===== src/rtl/erd_ram.sv =====
`timescale 1ns / 1ps
`default_nettype none
module erd_ram #(
  parameter int unsigned Width = 24,
  parameter int unsigned Depth = 128,
  localparam int unsigned AW = (Depth > 1) ? $clog2(Depth) : 1
) (
  input  wire logic             clk_i,
  input  wire logic             we_i,
  input  wire logic [AW-1:0]    waddr_i,
  input  wire logic [Width-1:0] wdata_i,
  input  wire logic [AW-1:0]    raddr_i,
  output logic      [Width-1:0] rdata_o
);
  logic [Width-1:0] mem [Depth];

  // one write port, registered read
  always_ff @(posedge clk_i) begin
    if (we_i) mem[waddr_i] <= wdata_i;
    rdata_o <= mem[raddr_i];
  end
endmodule
`default_nettype wire


===== config.mk =====
export PLATFORM = sky130hd
export DESIGN_NAME = erd_ram
export DESIGN_NICKNAME = d
export VERILOG_FILES = /design/src/rtl/erd_ram.sv
export SDC_FILE = /design/constraint.sdc
export NUM_CORES = 2
export LEC_CHECK = 0
export ABC_AREA = 1
export ABC_CLOCK_PERIOD_IN_PS = 3200
export BUFFER_PORTS_ARGS = -buffer_cell sky130_fd_sc_hd__buf_2
export CORE_ASPECT_RATIO = 0.75
export CORE_MARGIN = 1.5
export CORE_UTILIZATION = 35
export DETAILED_ROUTE_END_ITERATION = 8
export PLACE_DENSITY = 0.52
export SLEW_MARGIN = 20
export SYNTH_ARGS = -nofsm -noshare
export SYNTH_HDL_FRONTEND = slang
export SYNTH_SLANG_ARGS = --single-unit

===== constraint.sdc =====
create_clock -name clk_i -period 3.2 [get_ports clk_i]
set_clock_uncertainty 0.05 [all_clocks]
set_input_delay 0.16 -clock clk_i [delete_from_list [all_inputs] [get_ports clk_i]]
set_output_delay 0.16 -clock clk_i [all_outputs]
set_load 0.05 [all_outputs]

==> reports/metrics.cfg <==
[clock_network]
worstSkewPairLatency_ps=910
cts_root_buf=clkbuf_16
cts_max_path_buffers=4
cts_setup_buffers=0
cts_sinks=3096
numCtsBuffers=303
cts_tree=built
clkTransAtPathRegs_ps=70
h-tree-depth=5

[critical_path]
required_ps=3960
path_delay_family=simple AND/OR/NAND/NOR gates
cp_common_cell=nand3_1
critical_path_class=input port to register
r2r_start=mem[111][2]
worstPathMaxFanout=55
cp_slowest_stage_delay_ps=570
slowest_stage=dlygate4sd3_1
cp-end-kind=register
worstPathArrival_ps=3810
critPathLaunch=raddr_i[2]
critPathBufInv=5
critPathLaunchType=input port
cp_cell_sequence=dlygate4sd3_1 > buf_8 > inv_8 > buf_12 > buf_4 > nand3_1 > nand3_1 > nand3_1 > nand3_1 > nand3_1 > nand2_1

[cells_and_area]
regArea_um2=92730
syn_to_final_growth_pct=14.62
num-fill-cells=32850
multi_input_area_um2=27720
stdcell_area_um2=142200
nNetsFinal=10340
final_layout_size_suffix_gt1_frac=0.1039

[sta]
drv_slew=0
fin_ws_ps=153.2
worst_pin_slew_ps=1215
relSlewSlack=0.1902
hold_slack_ps=70.86
finalCriticalPeriod_ps=3047
rsz0062_at_grt=false
fin_crit_sh=0.9521
final-hold-violation-count=0
tns_ps=0
setup_viol=0
max_freq_mhz=328.2

[floorplan]
core-area_um2=353100
io_pins=64
dieWidth_um=690.4
start_util=0.3514
die_area_um2=358000
rows=189
die_h_um=518.6

[drt]
via_per_inst=5.461
drt-total-wl_um=413600
drtIter0Drc=11490
post_drt_wl_per_cell_um=27.17
dr.pass1.iters=9
ant_nets=0
drc=0
via_count=83140

[placement]
globalplace.congestion=0.8533
hpwl_um=240400
port_buffers=63
place_area_um2=132600
place_ws_ps=-316.2

[global_routing]
grt_antenna_before_repair=35
grt_max_degree=105
overflow=0
grt_usage=0.2244
grt_pass1_vias=76640
grt_pass1_wl_um=583900

[power]
leakagePower_nw=49.08
ir_worst_vdd_v=0.0004749
p_per_area_nw_per_um2=601.7

[synth]
syn_nets=10130
ys.warnings.count=0
syn_inst=10090
ys_seq_area_frac=0.7475
syn_area_um2=124000
ys_types=16
avgSynthCellArea_um2=12.29
ys_ff_latch=3096

[worst_hold_path]
worstHoldStart=raddr_i[4]
hold_class=input port to register

[status]
status=completed

[run]
cap_violations=0

## timing repair
item,CTS,global route
resized for setup,0,0
setup endpoints to repair,0,0
hold buffers,28,0
endpoints found under the hold margin,1423,0
## registers in the layout, indices dropped and copies added (netlist names)
name and cells:
rdata_o 24, mem 3072
## routing by layer
metal  up-vias  share of wire  GRT usage
met5         -       0.000058          0
met2      4204           0.43     0.3280
met1     41830           0.43     0.3360
li1      36550              -          -
met4         4          0.027    0.05955
met3       546           0.11    0.04983
## stage by stage
stage | power, W | utilization | cells
detailed placement | 0.05184 | 0.3757 | 14650
global placement | 0.05182 | 0.3757 | 14650
CTS | 0.08599 | 0.4026 | 15210
floorplan | 0.04858 | - | 10090
finish | 0.08555 | 0.4027 | 15220
global route | 0.08790 | 0.4027 | 15220
## worst min-delay path, cell delays in order
cell	delay (ps)
buf_4	280
nand3_1	210
nand3_1	100
nand3_1	90
nand2_1	60
## power breakdown
part           total [W]  switching (W)  internal (W)
clock network     0.0345         0.0154        0.0191
registers         0.0449       0.000136        0.0448
logic            0.00616        0.00467       0.00149
## worst paths after layout
kind | to | cells past startpoint | slack (ps)
max | rdata_o[2] | 11 | 150
max reg2reg | rdata_o[2] | 8 | 660
min reg2reg | rdata_o[14] | 8 | 810
min | rdata_o[1] | 5 | 70
## kinds of logic (layout without fill, tap and decap cells)
| kind of cell | Yosys count | after routing | synth area share |
|---|---|---|---|
| simple gates | 6288 | 6288 | 0.2209 |
| flops | 3096 | 3096 | 0.7475 |
| buf+inv | 708 | 1147 | 0.03160 |
| other cells | 0 | 13 | 0 |
## cells in the mapped netlist, drive strengths merged
cell	count	area, um^2
edfxtp	3072	92250
dfxtp	24	480.5
inv	22	85.08
clkbuf	94	352.8
nor2	134	503.0
clkinv	2	7.510
nor3	8	40.04
buf	590	3475
nand2	3119	11710
nand3	3027	15150
## cells in the final DEF, fill, tap and decap left out, types with 28 or more instances in the layout
master	netlist	final
nand3_1	3027	3027
buf_4	78	352
buf_12	2	158
clkinv_2	0	40
nor2_2	0	128
clkinv_1	2	71
buf_2	387	34
dlygate4sd3_1	0	28
nand2_1	3119	3119
clkbuf_1	94	64
edfxtp_1	3072	3072
clkbuf_16	0	308
## layout make-up
cell class	count	area share
Antenna cell	13	0.0002288
Clock buffer	389	0.05754
Clock inverter	144	0.007454
Inverter	24	0.0009240
Multi-Input combinational cell	6288	0.1950
Sequential cell	3096	0.6522
Tap cell	4679	0.04118
Timing Repair Buffer	590	0.04552
(Power assumes the default switching activity.)
